<file path="src/hw/rtl/dsq_pkg.sv">
// dsq_pkg: shared types and constants for the distance sample qualifier.
// Used by every module under hw/rtl; depends on nothing.
package dsq_pkg;

  localparam int SAMPLE_W   = 16;
  localparam int SCALE_W    = 12;
  localparam int LIMIT_W    = 8;
  localparam int GAP_W      = 15;
  localparam int WIN_W      = 11;
  localparam int SUM_W      = 27;
  localparam int PROD_W     = SAMPLE_W + SCALE_W + 1;
  localparam int CFG_IDX_W  = 3;
  localparam int CFG_DATA_W = 16;
  localparam int QDEPTH     = 2;

  localparam logic [WIN_W-1:0] WINDOW_MAX = 11'd1024;
  localparam logic [LIMIT_W-1:0] RUN_MAX  = 8'hFF;

  // register indexes
  localparam logic [CFG_IDX_W-1:0] REG_SCALE      = 3'd0;
  localparam logic [CFG_IDX_W-1:0] REG_MIN_NORMAL = 3'd1;
  localparam logic [CFG_IDX_W-1:0] REG_INV_LIMIT  = 3'd2;
  localparam logic [CFG_IDX_W-1:0] REG_GAP        = 3'd3;
  localparam logic [CFG_IDX_W-1:0] REG_WINDOW     = 3'd4;

  // item and result codes
  localparam logic KIND_SAMPLE  = 1'b0;
  localparam logic KIND_TICK    = 1'b1;
  localparam logic REPORT_ERROR = 1'b0;
  localparam logic REPORT_AVG   = 1'b1;

  typedef struct packed {
    logic [SCALE_W-1:0]          scale;
    logic signed [SAMPLE_W-1:0]  min_normal;
    logic [LIMIT_W-1:0]          invalid_limit;
    logic [GAP_W-1:0]            max_jump;
    logic [WIN_W-1:0]            window_length;
  } cfg_t;

  // work handed from front to back: an error value or a sum to divide
  typedef struct packed {
    logic                     report;
    logic signed [SUM_W-1:0]  num;
    logic [WIN_W-1:0]         den;
  } job_t;

endpackage

</file>
<file path="src/hw/rtl/dsq_fifo.sv">
// dsq_fifo: two-entry job queue between front and back.
// Depends on dsq_pkg (job_t, QDEPTH).
module dsq_fifo
  import dsq_pkg::*;
(
  input  logic clk,
  input  logic rst_n,
  input  logic push,
  input  job_t wr_job,
  output logic full,
  input  logic pop,
  output job_t rd_job,
  output logic empty
);

  localparam int PTR_W = $clog2(QDEPTH);
  localparam int CNT_W = $clog2(QDEPTH + 1);

  job_t              mem_r [QDEPTH];
  logic [PTR_W-1:0]  wr_ptr_r;
  logic [PTR_W-1:0]  rd_ptr_r;
  logic [CNT_W-1:0]  cnt_r;

  assign full   = (cnt_r == CNT_W'(QDEPTH));
  assign empty  = (cnt_r == '0);
  assign rd_job = mem_r[rd_ptr_r];

  always_ff @(posedge clk) begin
    if (push) begin
      mem_r[wr_ptr_r] <= wr_job;
    end
  end

  always_ff @(posedge clk) begin
    if (!rst_n) begin
      wr_ptr_r <= '0;
      rd_ptr_r <= '0;
      cnt_r    <= '0;
    end else begin
      if (push) begin
        wr_ptr_r <= (wr_ptr_r == PTR_W'(QDEPTH - 1)) ? '0 : wr_ptr_r + 1'b1;
      end
      if (pop) begin
        rd_ptr_r <= (rd_ptr_r == PTR_W'(QDEPTH - 1)) ? '0 : rd_ptr_r + 1'b1;
      end
      case ({push, pop})
        2'b10:   cnt_r <= cnt_r + 1'b1;
        2'b01:   cnt_r <= cnt_r - 1'b1;
        default: cnt_r <= cnt_r;
      endcase
    end
  end

  a_no_overflow: assert property (@(posedge clk) disable iff (!rst_n) !(push && full))
    else $error("job pushed into full queue");
  a_no_underflow: assert property (@(posedge clk) disable iff (!rst_n) !(pop && empty))
    else $error("job popped from empty queue");
  a_cnt_bound: assert property (@(posedge clk) disable iff (!rst_n)
                                cnt_r <= CNT_W'(QDEPTH))
    else $error("queue count beyond depth");

endmodule

</file>
<file path="src/hw/rtl/dsq_front.sv">
// dsq_front: accepts items, scales and qualifies samples, keeps run/window state
// and posts error or average jobs. Depends on dsq_pkg.
module dsq_front
  import dsq_pkg::*;
(
  input  logic                       clk,
  input  logic                       rst_n,
  input  cfg_t                       cfg,
  input  logic                       in_push,
  output logic                       in_full,
  input  logic                       in_kind,
  input  logic signed [SAMPLE_W-1:0] in_sample,
  output job_t                       job,
  output logic                       job_push,
  input  logic                       job_full
);

  typedef enum logic [1:0] {F_IDLE, F_MUL, F_EVAL} fstate_t;

  localparam logic signed [PROD_W-9:0] Q_MAX = (PROD_W-8)'(32767);
  localparam logic signed [PROD_W-9:0] Q_MIN = -(PROD_W-8)'(32768);
  localparam logic signed [SUM_W:0]    S_MAX = (SUM_W+1)'(67108863);
  localparam logic signed [SUM_W:0]    S_MIN = -(SUM_W+1)'(67108864);

  fstate_t                     state_r;
  logic                        kind_r;
  logic signed [SAMPLE_W-1:0]  sample_r;
  logic signed [PROD_W-1:0]    prod_r;
  logic [LIMIT_W-1:0]          run_r, run_nxt;
  logic signed [SAMPLE_W-1:0]  last_r, last_nxt;
  logic                        last_vld_r, last_vld_nxt;
  logic signed [SUM_W-1:0]     sum_r, sum_nxt;
  logic [WIN_W-1:0]            tick_r, tick_nxt;

  logic signed [PROD_W-1:0]    prod_sh;
  logic signed [PROD_W-9:0]    q;
  logic signed [SAMPLE_W-1:0]  v;
  logic signed [SAMPLE_W:0]    diff;
  logic [SAMPLE_W:0]           jump_abs;
  logic [LIMIT_W-1:0]          run_inc;
  logic [WIN_W-1:0]            tick_inc;
  logic [WIN_W-1:0]            win;
  logic signed [SAMPLE_W-1:0]  addend;
  logic                        do_add;
  logic signed [SUM_W:0]       sum_wide;
  logic signed [SUM_W-1:0]     sum_add;
  logic signed [SAMPLE_W-1:0]  v_whole;
  logic                        need_job;
  job_t                        job_c;

  assign in_full = (state_r != F_IDLE);

  always_comb begin
    // floor shift of the product with the Q4.8 scale, then clamp to Q11.4
    prod_sh = prod_r >>> 8;
    q = prod_sh[PROD_W-9:0];
    if (q > Q_MAX)      v = 16'sh7FFF;
    else if (q < Q_MIN) v = -16'sh8000;
    else                v = q[SAMPLE_W-1:0];

    diff = {v[SAMPLE_W-1], v} - {last_r[SAMPLE_W-1], last_r};
    jump_abs = diff[SAMPLE_W] ? (SAMPLE_W+1)'(-diff) : diff;

    run_inc  = (run_r == RUN_MAX) ? run_r : run_r + 1'b1;
    tick_inc = tick_r + 1'b1;

    if (cfg.window_length == '0)             win = WIN_W'(1);
    else if (cfg.window_length > WINDOW_MAX) win = WINDOW_MAX;
    else                                     win = cfg.window_length;

    // truncate toward zero to whole units
    if (!v[SAMPLE_W-1] || v[3:0] == 4'd0) v_whole = {v[SAMPLE_W-1:4], 4'd0};
    else                                  v_whole = {v[SAMPLE_W-1:4] + 1'b1, 4'd0};

    run_nxt      = run_r;
    last_nxt     = last_r;
    last_vld_nxt = last_vld_r;
    tick_nxt     = tick_inc;
    do_add       = 1'b0;
    addend       = v;
    need_job     = 1'b0;
    job_c.report = REPORT_AVG;
    job_c.num    = '0;
    job_c.den    = win;

    if (kind_r == KIND_SAMPLE) begin
      if (v < cfg.min_normal) begin
        run_nxt = run_inc;
      end else begin
        run_nxt = '0;
        do_add  = 1'b1;
        if (!last_vld_r || jump_abs < {2'b00, cfg.max_jump}) begin
          last_nxt     = v_whole;
          last_vld_nxt = 1'b1;
        end else begin
          addend = last_r;
        end
      end
    end

    sum_wide = {sum_r[SUM_W-1], sum_r} + (SUM_W+1)'(addend);
    if (!do_add)              sum_add = sum_r;
    else if (sum_wide > S_MAX) sum_add = S_MAX[SUM_W-1:0];
    else if (sum_wide < S_MIN) sum_add = S_MIN[SUM_W-1:0];
    else                       sum_add = sum_wide[SUM_W-1:0];
    sum_nxt = sum_add;

    if (kind_r == KIND_SAMPLE && v < cfg.min_normal && run_inc > cfg.invalid_limit) begin
      need_job     = 1'b1;
      job_c.report = REPORT_ERROR;
      job_c.num    = SUM_W'(v);
      tick_nxt     = '0;
      sum_nxt      = '0;
    end else if (tick_inc >= win) begin
      need_job     = 1'b1;
      job_c.num    = sum_add;
      tick_nxt     = '0;
      sum_nxt      = '0;
    end
  end

  assign job      = job_c;
  assign job_push = (state_r == F_EVAL) && !job_full && need_job;

  always_ff @(posedge clk) begin
    if (!rst_n) begin
      state_r    <= F_IDLE;
      run_r      <= '0;
      last_r     <= '0;
      last_vld_r <= 1'b0;
      sum_r      <= '0;
      tick_r     <= '0;
    end else begin
      unique case (state_r)
        F_IDLE: begin
          if (in_push) begin
            kind_r   <= in_kind;
            sample_r <= in_sample;
            state_r  <= F_MUL;
          end
        end
        F_MUL: begin
          prod_r  <= PROD_W'(sample_r) * $signed({1'b0, cfg.scale});
          state_r <= F_EVAL;
        end
        F_EVAL: begin
          // hold until the queue can take a job, whether one is needed or not
          if (!job_full) begin
            run_r      <= run_nxt;
            last_r     <= last_nxt;
            last_vld_r <= last_vld_nxt;
            sum_r      <= sum_nxt;
            tick_r     <= tick_nxt;
            state_r    <= F_IDLE;
          end
        end
        default: state_r <= F_IDLE;
      endcase
    end
  end

endmodule

</file>
<file path="src/hw/rtl/dsq_back.sv">
// dsq_back: takes jobs from the queue, divides window sums bit-serially and
// holds the finished result beat in the output register. Depends on dsq_pkg.
module dsq_back
  import dsq_pkg::*;
(
  input  logic                       clk,
  input  logic                       rst_n,
  input  job_t                       job,
  input  logic                       job_empty,
  output logic                       job_pop,
  output logic                       out_empty,
  input  logic                       out_pop,
  output logic                       out_report,
  output logic signed [SAMPLE_W-1:0] out_value
);

  typedef enum logic [1:0] {B_IDLE, B_DIV, B_DONE} bstate_t;

  localparam int CNT_W = $clog2(SUM_W);
  localparam int REM_W = WIN_W + 1;

  bstate_t                    state_r;
  logic                       rep_r;
  logic                       neg_r;
  logic [SUM_W-1:0]           quo_r;
  logic [REM_W-1:0]           rem_r;
  logic [WIN_W-1:0]           den_r;
  logic [CNT_W-1:0]           cnt_r;
  logic                       out_vld_r;
  logic                       out_rep_r;
  logic signed [SAMPLE_W-1:0] out_val_r;

  logic [REM_W-1:0]           rem_sh;
  logic                       fits;
  logic signed [SAMPLE_W-1:0] res;
  logic                       out_free;

  assign out_empty  = !out_vld_r;
  assign out_report = out_rep_r;
  assign out_value  = out_val_r;
  assign out_free   = !out_vld_r || out_pop;
  assign job_pop    = (state_r == B_IDLE) && !job_empty;

  always_comb begin
    rem_sh = {rem_r[REM_W-2:0], quo_r[SUM_W-1]};
    fits   = (rem_sh >= {1'b0, den_r});

    if (rep_r == REPORT_ERROR) begin
      res = quo_r[SAMPLE_W-1:0];
    end else if (!neg_r) begin
      res = (quo_r > SUM_W'(32767)) ? 16'sh7FFF : quo_r[SAMPLE_W-1:0];
    end else begin
      res = (quo_r > SUM_W'(32768)) ? -16'sh8000 : -quo_r[SAMPLE_W-1:0];
    end
  end

  always_ff @(posedge clk) begin
    if (!rst_n) begin
      state_r   <= B_IDLE;
      out_vld_r <= 1'b0;
    end else begin
      // a new beat replaces the one being popped in the same cycle
      if (state_r == B_DONE && out_free) begin
        out_vld_r <= 1'b1;
      end else if (out_pop && out_vld_r) begin
        out_vld_r <= 1'b0;
      end
      unique case (state_r)
        B_IDLE: begin
          if (!job_empty) begin
            rep_r <= job.report;
            neg_r <= job.num[SUM_W-1];
            den_r <= job.den;
            rem_r <= '0;
            cnt_r <= '0;
            if (job.report == REPORT_AVG) begin
              quo_r   <= job.num[SUM_W-1] ? SUM_W'(-job.num) : job.num;
              state_r <= B_DIV;
            end else begin
              quo_r   <= job.num;
              state_r <= B_DONE;
            end
          end
        end
        B_DIV: begin
          // restoring divide, one quotient bit per cycle
          rem_r <= fits ? rem_sh - {1'b0, den_r} : rem_sh;
          quo_r <= {quo_r[SUM_W-2:0], fits};
          cnt_r <= cnt_r + 1'b1;
          if (cnt_r == CNT_W'(SUM_W - 1)) begin
            state_r <= B_DONE;
          end
        end
        B_DONE: begin
          if (out_free) begin
            out_rep_r <= rep_r;
            out_val_r <= res;
            state_r   <= B_IDLE;
          end
        end
        default: state_r <= B_IDLE;
      endcase
    end
  end

endmodule

</file>
<file path="src/hw/rtl/distance_sample_qualifier.sv">
// distance_sample_qualifier: top level with configuration registers, front,
// job queue and back. Depends on dsq_pkg, dsq_front, dsq_fifo, dsq_back.
//  - Input channel is queue-like: a beat (in_kind, in_sample) is taken at a
//    clock edge with in_push high and in_full low. in_kind selects a distance
//    sample or an empty tick; every beat advances the window tick counter.
//  - Result channel is queue-like: out_report/out_value hold the oldest result
//    while out_empty is low; it is taken with out_pop high. A result is either
//    a small distance error (the scaled sample) or a window average.
//  - Configuration: cfg_valid/cfg_ready write channel, cfg_index selects the
//    register, cfg_data carries the value (truncated to the register width).
//    cfg_ready is always high; write only while the block is idle.
//  - Flow: the front handles one beat at a time (accept, multiply, qualify)
//    and takes no new beat until it has qualified the last, which waits while
//    the job queue is full. Averages go through a bit-serial divider over all
//    27 sum bits in the back; error results skip it. The back takes no new job
//    until its result is registered. A two-entry job queue buffers the jobs.
//  - Receiver stall: the result stays in the output register; the back holds
//    its next result, the queue fills, and then in_full stays high.
//  - Reset (rst_n low, synchronous): registers to their defaults, all window
//    and run state cleared, queue and output empty.
module distance_sample_qualifier
  import dsq_pkg::*;
(
  input  logic                         clk,
  input  logic                         rst_n,
  input  logic                         in_push,
  output logic                         in_full,
  input  logic                         in_kind,
  input  logic signed [SAMPLE_W-1:0]   in_sample,
  output logic                         out_empty,
  input  logic                         out_pop,
  output logic                         out_report,
  output logic signed [SAMPLE_W-1:0]   out_value,
  input  logic                         cfg_valid,
  output logic                         cfg_ready,
  input  logic [CFG_IDX_W-1:0]         cfg_index,
  input  logic [CFG_DATA_W-1:0]        cfg_data
);

  cfg_t cfg_r;
  job_t fe_job;
  job_t be_job;
  logic fe_push;
  logic q_full;
  logic q_empty;
  logic be_pop;

  assign cfg_ready = 1'b1;

  // Register file; unknown indexes are dropped.
  always_ff @(posedge clk) begin
    if (!rst_n) begin
      cfg_r.scale          <= 12'd256;
      cfg_r.min_normal     <= '0;
      cfg_r.invalid_limit  <= 8'd3;
      cfg_r.max_jump       <= 15'd160;
      cfg_r.window_length  <= 11'd10;
    end else if (cfg_valid && cfg_ready) begin
      unique case (cfg_index)
        REG_SCALE:      cfg_r.scale          <= cfg_data[SCALE_W-1:0];
        REG_MIN_NORMAL: cfg_r.min_normal     <= cfg_data;
        REG_INV_LIMIT:  cfg_r.invalid_limit  <= cfg_data[LIMIT_W-1:0];
        REG_GAP:        cfg_r.max_jump       <= cfg_data[GAP_W-1:0];
        REG_WINDOW:     cfg_r.window_length  <= cfg_data[WIN_W-1:0];
        default:        cfg_r                <= cfg_r;
      endcase
    end
  end

  // Front: accept, scale, qualify, keep window state.
  dsq_front u_front (
    .clk       (clk),
    .rst_n     (rst_n),
    .cfg       (cfg_r),
    .in_push   (in_push),
    .in_full   (in_full),
    .in_kind   (in_kind),
    .in_sample (in_sample),
    .job       (fe_job),
    .job_push  (fe_push),
    .job_full  (q_full)
  );

  // Decouples the front from the divider and output stall.
  dsq_fifo u_queue (
    .clk    (clk),
    .rst_n  (rst_n),
    .push   (fe_push),
    .wr_job (fe_job),
    .full   (q_full),
    .pop    (be_pop),
    .rd_job (be_job),
    .empty  (q_empty)
  );

  // Back: divide window sums, register result beats.
  dsq_back u_back (
    .clk        (clk),
    .rst_n      (rst_n),
    .job        (be_job),
    .job_empty  (q_empty),
    .job_pop    (be_pop),
    .out_empty  (out_empty),
    .out_pop    (out_pop),
    .out_report (out_report),
    .out_value  (out_value)
  );

endmodule

</file>
<file path="config.mk">
export PLATFORM = sky130hd
export DESIGN_NAME = distance_sample_qualifier
export DESIGN_NICKNAME = d
export VERILOG_FILES = /design/src/hw/rtl/dsq_pkg.sv /design/src/hw/rtl/dsq_fifo.sv /design/src/hw/rtl/dsq_front.sv /design/src/hw/rtl/dsq_back.sv /design/src/hw/rtl/distance_sample_qualifier.sv
export SDC_FILE = /design/constraint.sdc
export NUM_CORES = 1
export LEC_CHECK = 0
export BUFFER_PORTS_ARGS = -buffer_cell sky130_fd_sc_hd__buf_2
export CAP_MARGIN = 30
export CELL_PAD_IN_SITES_DETAIL_PLACEMENT = 2
export CELL_PAD_IN_SITES_GLOBAL_PLACEMENT = 2
export CORE_UTILIZATION = 35
export CTS_CLUSTER_SIZE = 40
export DETAILED_ROUTE_END_ITERATION = 12
export GPL_ROUTABILITY_DRIVEN = 1
export GPL_TIMING_DRIVEN = 1
export PLACE_DENSITY_LB_ADDON = 0.3
export SYNTH_ARGS = -nofsm -noshare
export SYNTH_HDL_FRONTEND = slang
export SYNTH_SLANG_ARGS = --single-unit
</file>
<file path="constraint.sdc">
create_clock -name clk -period 14.24 [get_ports clk]
set_input_delay 0.712 -clock clk [delete_from_list [all_inputs] [get_ports clk]]
set_output_delay 0.712 -clock clk [all_outputs]
set_load 0.01 [all_outputs]
</file>
# [Yosys cells after proc, flatten, opt, wreduce, memory -nomap -nowiden]
# Memory sizes are Yosys's and may differ from the RTL's. A register that Yosys moved wholly into a read port is not among the register bits.
# Index checks and enable logic that the tools add are counted.
# W data, S select, Z words.
[classes] add_sub_neg=14 mul=1 n_lt_le_gt_ge=12 eq_ne=18 muxes=55 bitwise=4 reduce_logical=40
[ops] op="$mux W27" count=10
[ops] op="$mux W16" count=10
[ops] op="$mux W11" count=6
[ops] op="$pmux W27 S2" count=1
[ops] op="$mul A16 B13 Y29" count=1
[ops] op="$add A27 B16 Y28" count=1
[ops] op="$gt A28 B27 Y1 const B" count=1
[ops] op="$lt A28 B27 Y1 const B" count=1
[ops] op="$gt A27 B15 Y1 const B" count=1
[ops] op="$gt A27 B16 Y1 const B" count=1
[ops] op="$neg A27 Y27" count=1
[ops] op="$pmux W11 S2" count=1
[ops] op="$gt A21 B16 Y1 const B" count=1
[ops] op="$lt A21 B16 Y1 const B" count=1
[ops] op="$reduce_and A3 Y1" count=6
[ops] op="$lt A17 B15 Y1" count=1
[ops] op="$mux W17" count=1
[ops] op="$neg A17 Y17" count=1
[ops] op="$sub A16 B16 Y17" count=1
[ops] op="$lt A16 B16 Y1" count=1
[ops] op="$mux W8" count=2
[ops] op="$neg A16 Y16" count=1
[ops] op="$reduce_and A2 Y1" count=8
[ops] op="$mux W1" count=13
[ops] op="36 further kinds" count=72
[word_totals] register_bits=253 ramBits=78 n_memories=1
[memory_table] name="u_queue.mem_r" words=2 word_bits=39 rd=1 rd_ports_with_merged_regs=1 wr=1 line_no="dsq_fifo.sv:19" text="job_t mem_r [QDEPTH];"

# [Longest topological paths before layout]
[depth] depth_word=18 mapped_depth=39 depth_no_buf=34

# [By module]
# From an unflattened synthesis, not the netlist that was laid out.
[unflattened] hier_cells=2680 area_unflattened_um2=25809.8
[modules_own_cells] mod="dsq_front" instances=1 cells_per_inst=1832 area_per_inst_um2=15727.6 seq_area_each_um2=2362.3
[modules_own_cells] mod="dsq_back" instances=1 cells_per_inst=472 area_per_inst_um2=4698.3 seq_area_each_um2=2252.2
[modules_own_cells] mod="dsq_fifo" instances=1 cells_per_inst=143 area_per_inst_um2=3020.4 seq_area_each_um2=2442.3
[modules_own_cells] mod="distance_sample_qualifier" instances=1 cells_per_inst=233 area_per_inst_um2=2363.5 seq_area_each_um2=1241.2

# [Worst setup path after synthesis]
# No wires, ideal clock.
[synth_path] path_kind="register to register" from="register u_front.prod_r[27]" to="memory u_queue.mem_r[0][30] (netlist name) (data pin)" arrival_ns=8.614 required_time_ns=13.975 slack_ns=5.361 stages_incl_launch_ff=37 path_buffers=3 cell_sequence="edfxtp_1 -> nor4_1 -> a21oi_1 -> clkbuf_1 -> a21oi_1 -> ha_1 -> inv_1 -> fa_1 -> a21oi_2 -> o21bai_1 -> xor2_1 -> or4_1 -> nand2b_1 -> nor3_1 -> a31oi_1 -> xnor2_1 -> ha_1 -> a2111oi_0 -> o21ai_0 -> a221oi_1 -> a21oi_1 -> a2111o_1 -> o211a_2 -> nand3_2 -> buf_2 -> mux2i_1 -> ha_1 -> clkbuf_1 -> a21o_1 -> a21oi_1 -> o21a_1 -> o21bai_1 -> a2111oi_0 -> o22ai_1 -> inv_1 -> nor2_1 -> a221o_1"
[synth_rtl] item="from (decl)" line_no="dsq_front.sv:28" text="logic signed [PROD_W-1:0] prod_r;"
[synth_rtl] item="from (signal assigned)" line_no="dsq_front.sv:143" text="prod_r <= PROD_W'(sample_r) * $signed({1'b0, cfg.scale});"
[synth_rtl] item="to (decl)" line_no="dsq_fifo.sv:19"

==> flow_summary.toml <==
[setup_path]
slowest_delay_ps = 610
startpoint_type = "flip-flop"
cp-startpoint = "u_front.prod_r[27]"
crit_slowest_cell = "or4_1"
cp.required_ps = 14540
path_buf_inv = 2
worst-setup-path-type = "reg -> reg"
path_delay_family = "compound AO/OA/AOI/OAI gates"
cp_max_fo = 20
r2r-start = "u_front.prod_r[27]"
crit_arrival_ps = 10850
cp-end-kind = "flip-flop"

[global_routing]
grt_pass1_vias = 22870
track_usage_pct = 21.64
antenna_found_initial = 7
grt_max_degree = 108
grt_pass1_wl_um = 126300
overflow = 0

[drt]
finalWirelength_um = 78860
viasPerCell = 5.360
drt_iter0_drc = 869
first_pass_iters = 5
antenna_left = 0
avgRoutedWirePerCell_um = 21.24
num_vias = 19901
drc = 0

[timing]
hold_viol = 0
setup_violations = 0
min_period_ps = 10540
grt_setup_unrepaired = "false"
min_period_over_period_pct = 74.03
slew_headroom_pct = 38.37
slew_violations = 0
finalClockSkew_ps = 41.52
fmax_ghz = 0.09486
setup_tns_ps = 0
tightestPinTransition_ps = 923.2

[synthesis]
async_reset_ff_share_pct = 0
syn_nets = 3106
synth_edf_count = 189
synth-seq-cells = 320
avgSynthCellArea_um2 = 9.348
synth_cells = 2714
ys.flop_type = "edfxtp_1"
synth.distinct_cells = 93
ys_seq_area_share_pct = 32.71
synthesis.area_um2 = 25370
ys_warn_count = 0

[hold_path]
min_path_type = "in -> reg"
min_from = "in_sample[0]"

[clock_tree]
cts-resized-gates = 0
cts_tree = "built"
clkTransAtPathRegs_ps = 60
cts_setup_buffers = 0
worstSkewPairLatency_ps = 590
htree_levels = 2
cts_made_buffers = 41
clockBufferDepth = 3
cts_root_buf = "clkbuf_16"
hold_buffers = 0
clock-sinks = 320

[run_status]
status = "complete, no violations"

[placement]
numPortBuffers = 59
gp_congestion = 0.8738
dpl_cell_area_um2 = 26600
dp_hpwl_um = 62190

[pwr]
ir_drop_uv = 79.96
p_leak_nw = 11.65
powerDensity_nw_per_um2 = 103.2

[floorplan]
rows = 98
die_h_um = 271.2
core_um2 = 71610
die_w_um = 271.2
ios = 61
start_util_pct = 35.43
dieArea_um2 = 73570

[layout]
nets = 3120
synthToLayoutAreaGrowth_pct = 11.03
utilization_pct = 39.34
final_area_um2 = 28170
drive_above_1_share_pct = 7.787

[job]
maxCapViolCount = 0
## cells in the final DEF (no fill, tap or decap), types with 19 or more instances in the layout
| master | count |
|---|---|
| inv_1 | 313 |
| nand2_1 | 392 |
| edfxtp_1 | 189 |
| dfxtp_1 | 130 |
| mux2_2 | 19 |
| mux2i_1 | 59 |
| xnor2_1 | 79 |
| nor2_1 | 118 |
| nor2b_1 | 23 |
| a31oi_1 | 23 |
| ha_1 | 171 |
| and2_1 | 111 |
| xor2_1 | 44 |
| a21boi_0 | 68 |
| and3_1 | 20 |
| fa_1 | 180 |
| a21o_1 | 35 |
| o21ai_0 | 113 |
| buf_4 | 25 |
| buf_2 | 58 |
| nand2b_1 | 30 |
| clkbuf_16 | 45 |
| nor3_1 | 25 |
| nand4_1 | 21 |
| a21oi_1 | 117 |
| nand3_1 | 56 |
## per-stage QoR
step	worst slack, ps	instances	hold WS (ps)	power (mW)
after floorplan	5361	2714	435.5	1.581
after global placement	4171	3631	447.1	1.742
after detailed placement	3773	3633	460.2	1.786
after CTS	3685	3709	262.1	2.948
after global routing	2779	3712	279.5	3.058
final	3698	3713	299.0	2.908
## final cells by class
cell class	instances	area [um2]
Fill cell	7809	43440
Multi-Input combinational cell	1964	15440
Sequential cell	320	8299
Clock buffer	55	1214
Tap cell	950	1189
Inverter	315	1182
Timing Repair Buffer	86	540.5
Clock inverter	21	297.8
Antenna cell	2	5.005
## power by group
| part | switching (mW) | internal (mW) |
|---|---|---|
| Sequential | 0.0635 | 1.06 |
| Clock | 0.448 | 0.698 |
| Combinational | 0.390 | 0.249 |
## kinds of logic (layout without fill, tap and decap cells)
group                      count (synthesis)  after routing  share of synthesized area [%]
and+or+nand+nor                          868            868                          16.36
xor gates and xnor gates                 123            123                          4.246
other                                      1              3                        0.01478
adders and majority gates                351            351                          22.64
buffers and inverters                    430            477                          6.554
DFF                                      320            320                          32.71
muxes                                     78             78                          3.171
AOI/OAI and AO/OA                        543            543                          14.31
## routing by layer
metal | GRT usage [%] | routed length [um] | vias to the layer above
met5 | 0 | 56 | -
met4 | 8.190 | 2773 | 10
met3 | 3.326 | 2851 | 166
met2 | 39.98 | 40800 | 339
met1 | 24.95 | 32380 | 10108
li1 | - | - | 9278
## flip-flops by register name (all words and copies together), names as in the netlist, 2 cells and up, named ones only
register / count
u_queue.cnt_r: 2
u_front.last_r: 12
u_front.tick_r: 11
u_back.den_r: 11
u_back.rem_r: 11
u_back.out_value: 16
u_front.sum_r: 27
cfg_r: 62
u_back.quo_r: 27
u_front.sample_r: 16
u_back.cnt_r: 5
u_front.state_r: 2
u_queue.mem_r: 78
u_back.state_r: 2
u_front.prod_r: 21
u_front.run_r: 8
## worst reg2reg max path: cells and delay by family, from the launching register on
kind,cells,cell delay (ps)
AND/OR/NAND/NOR,9,3030
AO/OA/AOI/OAI,16,4520
buffers and inverters,2,280
flip-flops,1,410
adder cells (fa/ha/maj),4,1340
multiplexers,1,400
XOR/XNOR,2,360
## worst paths after layout
path	cells after the start	to	slack, ps
setup reg to reg	34	u_queue.mem_r[0][21]	3700
hold reg to reg	2	u_front.last_r[13]	460
hold / removal	1	u_front.sample_r[0]	300
setup / recovery	34	u_queue.mem_r[0][21]	3700
## synthesized netlist by cell type, types with 9 or more instances
cell      count  area (um2)
nand2_1     392        1471
mux2_2       19       214.0
a21oi_1     117       585.6
buf_2         9       45.04
nor3_1       25       125.1
a22o_1        9       78.83
a21o_1       35       262.8
ha_1        171        2140
fa_1        180        3603
a221o_1      10       100.1
o21ai_0     113       565.5
nand2b_1     30       187.7
mux2i_1      59       590.6
o311ai_0     13       113.9
dfxtp_1     131        2623
inv_1       313        1175
o211ai_1     18       135.1
or3_1        11       68.82
o21bai_1     10       75.07
nor4_1       13       81.33
and3_1       21       131.4
edfxtp_1    189        5675
xor2_1       44       385.4
clkbuf_1     98       367.9
nand4_1      21       131.4
nor2b_1      24       150.1
xnor2_1      79       691.9
and2_1      111       694.4
a31oi_1      23       143.9
o31ai_1      13       97.59
o21a_1       13       97.59
nor2_1      119       446.7
nand3_1      56       280.3
a21boi_0     68       510.5
or2_2         9       56.30
o221ai_1     10       87.58
(Power assumes the default switching activity.)
